--- config.mk ---
export PLATFORM = sky130hd
export DESIGN_NAME = binary_frame_parser_fletcher8_flat
export DESIGN_NICKNAME = d
export VERILOG_FILES = /design/src/sv/bfp_pkg.sv /design/src/sv/bfp_if.sv /design/src/sv/bfp_in_reg.sv /design/src/sv/bfp_core.sv /design/src/sv/bfp_out_reg.sv /design/src/sv/binary_frame_parser_fletcher8.sv /design/src/flat_wrapper.sv
export SDC_FILE = /design/constraint.sdc
export NUM_CORES = 1
export LEC_CHECK = 0
export CAP_MARGIN = 25
export CORE_ASPECT_RATIO = 1.4
export CORE_MARGIN = 5
export CORE_UTILIZATION = 37
export CTS_BUF_LIST = sky130_fd_sc_hd__clkbuf_8
export DETAILED_ROUTE_END_ITERATION = 6
export DONT_BUFFER_PORTS = 1
export GPL_TIMING_DRIVEN = 0
export PLACE_DENSITY = 0.56
export SLEW_MARGIN = 5
export SYNTH_ARGS = -nofsm -noshare
export SYNTH_HDL_FRONTEND = slang
export SYNTH_SLANG_ARGS = --single-unit
--- constraint.sdc ---
create_clock -name i_clk -period 4.3 [get_ports i_clk]
set_input_delay 0 -clock i_clk [delete_from_list [all_inputs] [get_ports i_clk]]
set_output_delay 0 -clock i_clk [all_outputs]
set_load 0.02 [all_outputs]
--- src/sv/bfp_pkg.sv ---
package bfp_pkg;

    localparam logic [7:0]  SYNC_FIRST  = 8'hB5;
    localparam logic [7:0]  SYNC_SECOND = 8'h62;
    localparam logic [15:0] ERR_MAX     = 16'hFFFF;

    // Parser phases; codes above PH_CHKB are never entered and act as hunting.
    typedef enum logic [3:0] {
        PH_HUNT  = 4'd0,
        PH_SYNC1 = 4'd1,
        PH_SYNC2 = 4'd2,
        PH_CLASS = 4'd3,
        PH_ID    = 4'd4,
        PH_LEN1  = 4'd5,
        PH_BODY  = 4'd6,
        PH_CHKA  = 4'd7,
        PH_CHKB  = 4'd8
    } t_phase;

    typedef enum logic [2:0] {
        EV_NONE     = 3'd0,
        EV_PAYLOAD  = 3'd1,
        EV_GOOD     = 3'd2,
        EV_CHKA_ERR = 3'd3,
        EV_CHKB_ERR = 3'd4
    } t_event;

    typedef struct packed {
        t_event      event_res;
        logic [7:0]  msg_class;
        logic [7:0]  msg_id;
        logic [15:0] frame_length;
        logic [7:0]  payload_byte;
        logic [15:0] payload_index;
        logic        last_payload;
        logic [15:0] error_total;
    } t_result;

endpackage

--- src/sv/bfp_if.sv ---
interface bfp_byte_if;
    logic       valid;
    logic       ready;
    logic [7:0] rx_byte;

    modport source (output valid, output rx_byte, input ready);
    modport sink   (input valid, input rx_byte, output ready);
endinterface

interface bfp_res_if;
    logic        valid;
    logic        ready;
    logic [2:0]  event_res;
    logic [7:0]  msg_class;
    logic [7:0]  msg_id;
    logic [15:0] frame_length;
    logic [7:0]  payload_byte;
    logic [15:0] payload_index;
    logic        last_payload;
    logic [15:0] error_total;

    modport source (
        output valid, output event_res, output msg_class, output msg_id,
        output frame_length, output payload_byte, output payload_index,
        output last_payload, output error_total, input ready
    );
    modport sink (
        input valid, input event_res, input msg_class, input msg_id,
        input frame_length, input payload_byte, input payload_index,
        input last_payload, input error_total, output ready
    );
endinterface

--- src/sv/bfp_in_reg.sv ---
module bfp_in_reg (
    input  logic       i_clk,
    input  logic       i_rst_n,
    bfp_byte_if.sink   i_rx,
    input  logic       i_advance,
    output logic       o_valid,
    output logic [7:0] o_byte
);

    logic       r_valid;
    logic [7:0] r_byte;
    logic       w_take;

    // The register frees up whenever its content moves on in the same cycle.
    assign i_rx.ready = !r_valid || i_advance;
    assign w_take     = i_rx.valid && i_rx.ready;

    always_ff @(posedge i_clk) begin
        if (!i_rst_n) begin
            r_valid <= 1'b0;
        end else if (w_take) begin
            r_valid <= 1'b1;
        end else if (i_advance) begin
            r_valid <= 1'b0;
        end
    end

    always_ff @(posedge i_clk) begin
        if (w_take) begin
            r_byte <= i_rx.rx_byte;
        end
    end

    assign o_valid = r_valid;
    assign o_byte  = r_byte;

endmodule

--- src/sv/bfp_core.sv ---
module bfp_core (
    input  logic              i_clk,
    input  logic              i_rst_n,
    input  logic              i_step,
    input  logic [7:0]        i_byte,
    output bfp_pkg::t_result  o_res
);

    bfp_pkg::t_phase r_phase, n_phase;
    logic [7:0]      r_class, n_class;
    logic [7:0]      r_id, n_id;
    logic [15:0]     r_length, n_length;
    logic [15:0]     r_count, n_count;
    logic [7:0]      r_sum_a, n_sum_a;
    logic [7:0]      r_sum_b, n_sum_b;
    logic [15:0]     r_bad, n_bad;

    logic [7:0]      w_fold_a;
    logic [7:0]      w_fold_b;
    logic [15:0]     w_count_inc;
    logic [15:0]     w_bad_inc;

    assign w_fold_a    = r_sum_a + i_byte;
    assign w_fold_b    = r_sum_b + w_fold_a;
    assign w_count_inc = r_count + 16'd1;
    assign w_bad_inc   = (r_bad == bfp_pkg::ERR_MAX) ? r_bad : r_bad + 16'd1;

    always_ff @(posedge i_clk) begin
        if (!i_rst_n) begin
            r_phase  <= bfp_pkg::PH_HUNT;
            r_class  <= '0;
            r_id     <= '0;
            r_length <= '0;
            r_count  <= '0;
            r_sum_a  <= '0;
            r_sum_b  <= '0;
            r_bad    <= '0;
        end else if (i_step) begin
            r_phase  <= n_phase;
            r_class  <= n_class;
            r_id     <= n_id;
            r_length <= n_length;
            r_count  <= n_count;
            r_sum_a  <= n_sum_a;
            r_sum_b  <= n_sum_b;
            r_bad    <= n_bad;
        end
    end

    always_comb begin
        n_phase  = r_phase;
        n_class  = r_class;
        n_id     = r_id;
        n_length = r_length;
        n_count  = r_count;
        n_sum_a  = r_sum_a;
        n_sum_b  = r_sum_b;
        n_bad    = r_bad;

        o_res.event_res     = bfp_pkg::EV_NONE;
        o_res.payload_byte  = '0;
        o_res.payload_index = '0;
        o_res.last_payload  = 1'b0;

        case (r_phase)
            bfp_pkg::PH_SYNC1: begin
                if (i_byte == bfp_pkg::SYNC_SECOND) begin
                    n_phase = bfp_pkg::PH_SYNC2;
                    n_sum_a = '0;
                    n_sum_b = '0;
                end else begin
                    n_phase = bfp_pkg::PH_HUNT;
                end
            end
            bfp_pkg::PH_SYNC2: begin
                n_class = i_byte;
                n_sum_a = w_fold_a;
                n_sum_b = w_fold_b;
                n_phase = bfp_pkg::PH_CLASS;
            end
            bfp_pkg::PH_CLASS: begin
                n_id    = i_byte;
                n_sum_a = w_fold_a;
                n_sum_b = w_fold_b;
                n_phase = bfp_pkg::PH_ID;
            end
            bfp_pkg::PH_ID: begin
                n_length = {8'h00, i_byte};
                n_sum_a  = w_fold_a;
                n_sum_b  = w_fold_b;
                n_phase  = bfp_pkg::PH_LEN1;
            end
            bfp_pkg::PH_LEN1: begin
                n_length = {i_byte, r_length[7:0]};
                n_sum_a  = w_fold_a;
                n_sum_b  = w_fold_b;
                n_count  = '0;
                // An empty payload goes straight to the first check byte.
                n_phase  = (n_length == 16'd0) ? bfp_pkg::PH_CHKA : bfp_pkg::PH_BODY;
            end
            bfp_pkg::PH_BODY: begin
                n_sum_a             = w_fold_a;
                n_sum_b             = w_fold_b;
                n_count             = w_count_inc;
                o_res.event_res     = bfp_pkg::EV_PAYLOAD;
                o_res.payload_byte  = i_byte;
                o_res.payload_index = r_count;
                if (w_count_inc >= r_length) begin
                    o_res.last_payload = 1'b1;
                    n_phase            = bfp_pkg::PH_CHKA;
                end
            end
            bfp_pkg::PH_CHKA: begin
                if (i_byte == r_sum_a) begin
                    n_phase = bfp_pkg::PH_CHKB;
                end else begin
                    o_res.event_res = bfp_pkg::EV_CHKA_ERR;
                    n_bad           = w_bad_inc;
                    n_phase         = bfp_pkg::PH_HUNT;
                end
            end
            bfp_pkg::PH_CHKB: begin
                if (i_byte == r_sum_b) begin
                    o_res.event_res = bfp_pkg::EV_GOOD;
                end else begin
                    o_res.event_res = bfp_pkg::EV_CHKB_ERR;
                    n_bad           = w_bad_inc;
                end
                n_phase = bfp_pkg::PH_HUNT;
            end
            default: begin
                n_phase = (i_byte == bfp_pkg::SYNC_FIRST) ? bfp_pkg::PH_SYNC1
                                                          : bfp_pkg::PH_HUNT;
            end
        endcase

        o_res.msg_class    = n_class;
        o_res.msg_id       = n_id;
        o_res.frame_length = n_length;
        o_res.error_total  = n_bad;
    end

`ifndef SYNTH
    a_err_monotonic: assert property (@(posedge i_clk) disable iff (!i_rst_n)
        1'b1 |=> r_bad >= $past(r_bad))
        else $error("error count went down");

    a_hold_when_idle: assert property (@(posedge i_clk) disable iff (!i_rst_n)
        !i_step |=> $stable(r_phase) && $stable(r_sum_a) && $stable(r_sum_b))
        else $error("parser state moved without a byte");

    a_chkb_returns: assert property (@(posedge i_clk) disable iff (!i_rst_n)
        i_step && r_phase == bfp_pkg::PH_CHKB |=> r_phase == bfp_pkg::PH_HUNT)
        else $error("parser did not return to hunting after check B");

    a_last_is_payload: assert property (@(posedge i_clk) disable iff (!i_rst_n)
        o_res.last_payload |-> o_res.event_res == bfp_pkg::EV_PAYLOAD
                               && r_phase == bfp_pkg::PH_BODY)
        else $error("last flag outside a payload byte");
`endif

endmodule

--- src/sv/bfp_out_reg.sv ---
module bfp_out_reg (
    input  logic             i_clk,
    input  logic             i_rst_n,
    input  logic             i_valid,
    input  bfp_pkg::t_result i_res,
    output logic             o_advance,
    bfp_res_if.source        o_res
);

    logic             r_valid;
    bfp_pkg::t_result r_res;

    // The result register can take a new result when empty or being drained.
    assign o_advance = !r_valid || o_res.ready;

    always_ff @(posedge i_clk) begin
        if (!i_rst_n) begin
            r_valid <= 1'b0;
        end else if (o_advance) begin
            r_valid <= i_valid;
        end
    end

    always_ff @(posedge i_clk) begin
        if (o_advance && i_valid) begin
            r_res <= i_res;
        end
    end

    assign o_res.valid         = r_valid;
    assign o_res.event_res     = r_res.event_res;
    assign o_res.msg_class     = r_res.msg_class;
    assign o_res.msg_id        = r_res.msg_id;
    assign o_res.frame_length  = r_res.frame_length;
    assign o_res.payload_byte  = r_res.payload_byte;
    assign o_res.payload_index = r_res.payload_index;
    assign o_res.last_payload  = r_res.last_payload;
    assign o_res.error_total   = r_res.error_total;

endmodule

--- src/sv/binary_frame_parser_fletcher8.sv ---
// Channel   Direction  Payload
// i_rx      in         rx_byte
// o_res     out        event_res, msg_class, msg_id, frame_length,
//                      payload_byte, payload_index, last_payload, error_total
//
// One byte is accepted per cycle while o_res is not stalled; each byte yields exactly one result.
// Each byte passes through an input register, then the parser state update
// and Fletcher sums, which write the result register.
// Reset is synchronous and active low and returns the parser to hunting.
// A stall on o_res holds the result register, then the input register, then i_rx.

module binary_frame_parser_fletcher8 (
    input  logic      i_clk,
    input  logic      i_rst_n,
    bfp_byte_if.sink  i_rx,
    bfp_res_if.source o_res
);

    logic             w_in_valid;
    logic [7:0]       w_in_byte;
    logic             w_advance;
    bfp_pkg::t_result w_res;

    bfp_in_reg u_in_reg (
        .i_clk     (i_clk),
        .i_rst_n   (i_rst_n),
        .i_rx      (i_rx),
        .i_advance (w_advance),
        .o_valid   (w_in_valid),
        .o_byte    (w_in_byte)
    );

    bfp_core u_core (
        .i_clk   (i_clk),
        .i_rst_n (i_rst_n),
        .i_step  (w_in_valid && w_advance),
        .i_byte  (w_in_byte),
        .o_res   (w_res)
    );

    bfp_out_reg u_out_reg (
        .i_clk     (i_clk),
        .i_rst_n   (i_rst_n),
        .i_valid   (w_in_valid),
        .i_res     (w_res),
        .o_advance (w_advance),
        .o_res     (o_res)
    );

endmodule

--- src/flat_wrapper.sv ---
// flat-port wrapper written by rule: the top's interface ports become plain ports
module binary_frame_parser_fletcher8_flat 
  (i_clk, i_rst_n, i_rx_valid, i_rx_rx_byte, i_rx_ready, o_res_valid, o_res_event_res, o_res_msg_class, o_res_msg_id, o_res_frame_length, o_res_payload_byte, o_res_payload_index, o_res_last_payload, o_res_error_total, o_res_ready);
  bfp_byte_if i_rx_i ();
  bfp_res_if o_res_i ();
  input  logic i_clk;
  input  logic i_rst_n;
  input wire logic [$bits(i_rx_i.valid)-1:0] i_rx_valid;
  input wire logic [$bits(i_rx_i.rx_byte)-1:0] i_rx_rx_byte;
  output wire logic [$bits(i_rx_i.ready)-1:0] i_rx_ready;
  output wire logic [$bits(o_res_i.valid)-1:0] o_res_valid;
  output wire logic [$bits(o_res_i.event_res)-1:0] o_res_event_res;
  output wire logic [$bits(o_res_i.msg_class)-1:0] o_res_msg_class;
  output wire logic [$bits(o_res_i.msg_id)-1:0] o_res_msg_id;
  output wire logic [$bits(o_res_i.frame_length)-1:0] o_res_frame_length;
  output wire logic [$bits(o_res_i.payload_byte)-1:0] o_res_payload_byte;
  output wire logic [$bits(o_res_i.payload_index)-1:0] o_res_payload_index;
  output wire logic [$bits(o_res_i.last_payload)-1:0] o_res_last_payload;
  output wire logic [$bits(o_res_i.error_total)-1:0] o_res_error_total;
  input wire logic [$bits(o_res_i.ready)-1:0] o_res_ready;
  assign i_rx_i.valid = i_rx_valid;
  assign i_rx_i.rx_byte = i_rx_rx_byte;
  assign i_rx_ready = i_rx_i.ready;
  assign o_res_valid = o_res_i.valid;
  assign o_res_event_res = o_res_i.event_res;
  assign o_res_msg_class = o_res_i.msg_class;
  assign o_res_msg_id = o_res_i.msg_id;
  assign o_res_frame_length = o_res_i.frame_length;
  assign o_res_payload_byte = o_res_i.payload_byte;
  assign o_res_payload_index = o_res_i.payload_index;
  assign o_res_last_payload = o_res_i.last_payload;
  assign o_res_error_total = o_res_i.error_total;
  assign o_res_i.ready = o_res_ready;
  binary_frame_parser_fletcher8 u_core (.i_clk(i_clk), .i_rst_n(i_rst_n), .i_rx(i_rx_i), .o_res(o_res_i));
endmodule
-- Word-level counts from Yosys, hierarchy flattened
Index checks and enable logic that the tools add are counted.
W data, S select, Z words.
- input port bits: 12
- register bits after elaboration: 170
- logic and storage cells: 76
- output and inout port bits: 78
- reduce and logical (&&, ||, !) cells: 14
- $add $sub $neg: 4
- muxes and demuxes: 23
- $lt $le $gt $ge: 1
- equality and inequality tests: 15
- operators with widths (cell ; count):
    $pmux W16 S2 ; 3
    $mux W16 ; 3
    $add A16 B1 Y16 const B ; 2
    $pmux W4 S8 ; 1
    $pmux W8 S2 ; 2
    $mux W8 ; 3
    $add A8 B8 Y8 ; 2
    $eq A16 B16 Y1 const B ; 1
    $eq A4 B3 Y1 const B ; 4
    $eq A8 B8 Y1 ; 2
    $ge A16 B16 Y1 ; 1
    $logic_not A16 Y1 ; 1
    $pmux W3 S3 ; 1
    $eq A4 B2 Y1 const B ; 2
    $eq A8 B7 Y1 const B ; 1
    $eq A8 B8 Y1 const B ; 1
    $mux W4 ; 2
    $reduce_bool A2 Y1 ; 3
    $mux W1 ; 5
    $reduce_or A5 Y1 ; 1
    $eq A4 B1 Y1 const B ; 1
    $eq A4 B4 Y1 const B ; 1
    $mux W2 ; 2
    $ne A2 B2 Y1 const B ; 2
    other kinds (6) ; 10

-- Depth between registers and ports, before layout
- depth after elaboration: 5
- gate-level depth with buffers: 14
- mapped depth without buffers: 14

-- Modules after synthesis
From an unflattened synthesis, not the netlist that was laid out.
- cell total of the unflattened synthesis: 812
- area, all modules: 8380.5 um2
- modules (own cells, without submodules) (module ; cells each ; times used ; sequential area each (um2) ; area an instance (um2)):
    bfp_core ; 717 ; 1 ; 1681.6 ; 5736.8
    bfp_out_reg ; 81 ; 1 ; 2302.2 ; 2339.7
    bfp_in_reg ; 13 ; 1 ; 260.2 ; 297.8
    binary_frame_parser_fletcher8 ; 1 ; 1 ; 0.0 ; 6.3

-- Worst setup path before layout
OpenSTA, ideal clock, no wires.
- path type: reg-to-reg
- start: register u_core.u_out_reg.r_valid, in the netlist u_core.u_out_reg.o_res.valid
- end: register u_core.u_out_reg.r_res, in the netlist u_core.u_out_reg.o_res.error_total[0] (enable)
- cell stages (with the launch flop): 7
- period minus slack after synthesis: 3922 ps
- library setup time: 470 ps
- path buffers: 3
- arrival: 3453 ps
- slack: 378 ps
- required time: 3830 ps
- cell sequence: dfxtp_1 nor2b_1 nand2b_1 buf_2 inv_1 buf_1 clkbuf_1
- cells in the longest elaborated chain, start to end: 3
- RTL lines (what ; RTL line ; RTL):
    start: declaration ; bfp_out_reg.sv:10 ; logic r_valid;
    start signal: assignment ; bfp_out_reg.sv:20 ; r_valid <= i_valid;
    $logic_not A1 Y1 ; bfp_out_reg.sv:14 ; assign o_advance = !r_valid || o_res.ready;
    $logic_or A1 B1 Y1 ; bfp_out_reg.sv:14 ;
    $logic_and A1 B1 Y1 ; n/a ;
    via u_core.u_core.i_step ; bfp_core.sv:4 ; input logic i_step,
    end signal: assignment ; bfp_out_reg.sv:26 ; r_res <= i_res;
    end: declaration ; bfp_out_reg.sv:11 ; bfp_pkg::t_result r_res;
The timed path passes the listed nets, and every way through them passes these cells.
A chain may end at the register's enable or synchronous reset.

-- Worst setup path in the final report
- start: register u_core.u_core.r_count[0]
- end: register u_core.u_core.r_phase[0]
- cells in the longest elaborated chain, start to end: 4
- RTL lines (what ; RTL line ; RTL):
    start: declaration ; bfp_core.sv:13 ; logic [15:0] r_count, n_count;
    start signal: assignment ; bfp_core.sv:43 ; r_count <= n_count;
    $add A16 B1 Y16 ; bfp_core.sv:25 ; assign w_count_inc = r_count + 16'd1;
    $ge A16 B16 Y1 ; bfp_core.sv:108 ; if (w_count_inc >= r_length) begin
    $ne A2 B2 Y1 (no line) ; n/a ;
    $reduce_and A2 Y1 (no line) ; n/a ;
    end signal: assignment ; bfp_core.sv:30 ; r_phase <= bfp_pkg::PH_HUNT;
    end signal: assignment ; bfp_core.sv:39 ; r_phase <= n_phase;
    end: declaration ; bfp_core.sv:9 ; bfp_pkg::t_phase r_phase, n_phase;
Every way passes these cells.

==> parameters.txt <==
Parameter                              Value

STA
  Highest clock frequency the design can meet    290 MHz
  Count of final hold-check violations    0
  Crit share post-route    0.802
  Slew at the pin closest to its max-slew limit    0.787 ns
  Setup-failing EPs final    0
  Final-report max-slew violation count    0
  Worst slew margin relative to its limit    0.471
  Unrepaired setup endpoints after global routing    no
  Min Clock Period, post-route    about 3.5 ns
  Maximum clock skew at final layout    ~0.017 ns

Clock tree
  TritonCTS clock tree    built
  Number of sinks handled by clock tree synthesis    170
  Number of buffers inserted during clock tree synthesis    17
  Clock slew at reported path FFs    ~0.09 ns
  Count of H-tree levels built during CTS    4
  Maximum buffer depth of the clock tree    2
  Clock latency on the worst-skew pair    roughly 0.48 ns
  Post-CTS sizing    0
  Clock root buffer    clkbuf_8

Global route
  Total routing usage reported by global routing    0.162
  Maximum number of pins on one net before global-route repair    49
  Number of antenna violations at the first check in global routing    0
  Via count of the first global-routing pass    5,816
  First-pass GRT wire length    31,400 µm
  Remaining global-route overflow    0

Floorplan
  Initial core utilization    0.374
  Core Area    21,700 µm²
  Row count    64
  Vert. Die Dim    ~190 µm
  Die footprint    25,000 µm²
  Die width    135 µm
  Count of pins on the block boundary    90

Placement
  Count of buffers from port buffering    0
  Placer's final routability congestion estimate    about 0.81
  Sum of net half-perimeters after detailed placement    13,900 µm
  Instance area after placement    8510 µm²

Detailed routing
  Starting DRT DRC Count    309
  Met3 routed wirelength    834 µm
  Sum of routed wire segments on met1    8500 µm
  Final Routed Wirelength    19,700 µm
  Post-DRT Antenna Nets    0
  Via-to-Cell Ratio    approximately 5.1
  Per-cell routed wire length    17.0 µm
  DRC violation count after routing    0
  Uppermost metal layer occupied by signal nets    met4
  Detailed-routed wire length on met2    9890 µm
  First-pass iteration count of the detailed router    4
  Number of vias after detailed routing    5,863

Power
  Worst supply voltage drop on vdd    between 0.15 and 0.2 mV
  LEAKAGE    3.25 nW
  Design Power    0.00306 W
  Pwr Density    approximately 340 nW/µm²

Yosys
  Flops & latches, synth    170
  Distinct cell type count of the synthesized netlist    59
  Area fraction of the dominant cell type after synthesis    0.311
  Main area contributors after synthesis    edfxtp_1, dfxtp_1, nand2_1
  Gate count of the mapped netlist    813
  Most common cell in the netlist    nand2_1
  Post-synthesis average cell area    9.98 µm²
  Sequential element share of the synthesized area    0.523
  Commonest register cell after synthesis    dfxtp_1
  Most frequent cells after synthesis    nand2_1, dfxtp_1, edfxtp_1
  EDFF count, synth    84
  Async set or reset register ratio after synthesis    0
  Library cell with the largest summed area after synthesis    edfxtp_1
  Yosys warning total    0
  Net Count, Synth    roughly 860
  Mapped Area    8110 µm²

Setup path
  Flop2flop setup slack    approximately 0.85 ns
  Critical-path maximum fanout    7
  Most used cell, CP    ha_1
  CP required    roughly 4.7 ns
  Cell depth of the worst flop-to-flop path    11
  Cells traversed along the worst timing path    ha_1 -> nand3_1 -> nor3_2 -> and3_1 -> xor2_1 -> ha_1 -> a21o_1 -> a2111oi_0 -> o21ai_0 -> o32ai_1 -> nor3_1
  Dominant delay contributor by cell family on the critical path    compound AO/OA/AOI/OAI gates
  Endpoint of the lowest-slack register-to-register path    u_core.u_core.r_phase[0]
  Crit. Startpoint    u_core.u_core.r_count[0]
  Kind of launch point of the worst setup path    flop
  Capturing instance or port of the critical path    u_core.u_core.r_phase[0]
  Worst setup path class    reg -> reg
  Max stage delay cell, worst path    dfxtp_1
  Levels on crit path    11
  Worst setup EP type    flop
  Count of buffering cells on the critical path with inverters included    0
  Arr. time, crit path    3.81 ns
  Critical Path Max Stage Delay    0.48 ns
  Critical register-to-register path startpoint    u_core.u_core.r_count[0]

Min path
  Type of the worst min-delay path    in -> reg
  WHS Path Cells    1

Cells and area
  Final Core Density    0.415
  Area growth syn-to-layout    10.9%
  Antenna diode count    0
  Proportion of layout cells with a drive suffix above 1    0.0909
  Net count of the finished layout    891
  Cell area after layout    9000 µm²

Outcome
  Outcome    complete, no violations

Run
  # Max-Cap Violations    0
-- metal layers --
| metal | vias up | global-route usage |
|---|---|---|
| met1 | 2791 | 0.195 |
| met2 | 131 | 0.280 |
| met5 | - | 0 |
| li1 | 2908 | - |
| met3 | 33 | 0.0378 |
| met4 | 0 | 0.0649 |
-- cells by family (layout without fill, tap and decap cells) --
kind of cell,count (synthesis),in the layout,share of synthesized area
mux,24,24,0.0330
simple gates,316,316,0.186
compound gates,145,145,0.109
flops,170,170,0.523
buf+inv,67,112,0.0330
fa+ha+maj,34,34,0.0543
xor+xnor,57,57,0.0615
-- layout by cell type, fill, tap and decap left out, drive strengths merged, types with 29 or more instances in the layout --
cell / instances
a21oi: 73
and2: 29
clkbuf: 49
dfxtp: 86
edfxtp: 84
ha: 32
inv: 32
nand2: 117
nand3: 37
nor2: 70
xor2: 31
-- stage by stage --
stage                     worst slack, ns  setup TNS [ns]  hold WS [ns]  cells
final                               0.850               0         0.152   1155
after global routing                0.590               0         0.131   1155
after CTS                           0.825               0         0.115   1155
after detailed placement            0.860               0        0.0989   1111
after global placement              -1.22         -102.54        0.0989   1110
after floorplan                     0.378               0        0.0989    813
-- worst register-to-register path, cell delays in order, from the launching register on --
cell and delay [ns]:
dfxtp_1 0.48, ha_1 0.23, nand3_1 0.16, nor3_2 0.40, and3_1 0.30, xor2_1 0.19
ha_1 0.27, a21o_1 0.16, a2111oi_0 0.47, o21ai_0 0.26, o32ai_1 0.32, nor3_1 0.08
-- worst min path at each step --
stage	end	slack, ns	from
6_report	u_core.u_in_reg.o_byte[7]	0.15	i_rx_rx_byte[7]
5_1_grt	u_core.u_in_reg.o_byte[7]	0.13	i_rx_rx_byte[7]
4_1_cts	u_core.u_in_reg.o_byte[7]	0.12	i_rx_rx_byte[7]
3_5_place_dp	u_core.u_in_reg.o_byte[6]	0.1	i_rx_rx_byte[6]
3_3_place_gp	u_core.u_in_reg.o_byte[6]	0.1	i_rx_rx_byte[6]
2_1_floorplan	u_core.u_in_reg.o_byte[0]	0.1	i_rx_rx_byte[0]
-- registers in the layout (all words and copies together) (netlist names) --
name                                  cells
u_core.u_out_reg.o_res.msg_class          8
u_core.u_out_reg.o_res.event_res          3
u_core.u_core.r_bad                      16
u_core.u_out_reg.o_res.last_payload       1
u_core.u_in_reg.o_byte                    8
u_core.u_core.r_class                     8
u_core.u_core.r_sum_a                     8
u_core.u_out_reg.o_res.error_total       16
u_core.u_core.r_sum_b                     8
u_core.u_core.r_id                        8
u_core.u_core.r_count                    16
u_core.u_in_reg.o_valid                   1
u_core.u_out_reg.o_res.frame_length      16
u_core.u_core.r_length                   16
u_core.u_core.r_phase                     4
u_core.u_out_reg.o_res.msg_id             8
u_core.u_out_reg.o_res.payload_byte       8
u_core.u_out_reg.o_res.payload_index     16
u_core.u_out_reg.o_res.valid              1
-- power breakdown --
part	internal [W]	switching [W]	leakage [nW]
Sequential	0.00174	0.0000609	1.48
Clock	0.000461	0.000619	0.196
Combinational	0.0000547	0.000121	1.58
Total	0.00226	0.000802	3.25
-- what timing repair did --
item                                    in CTS  in global routing
endpoints found under the setup margin       0                  0
endpoints found under the hold margin       20                  0
buffers inserted                             0                  0
hold buffers                                12                  0
-- layout make-up --
class	count	area (µm²)
fill	2149	12700
sequential	170	4240
multi-input combinational	576	3600
tap	297	372
clock buffer	17	234
buffer	43	181
timing repair buffer	13	148
clock inverter	15	128
inverter	24	90.1
(Power assumes the default switching activity.)
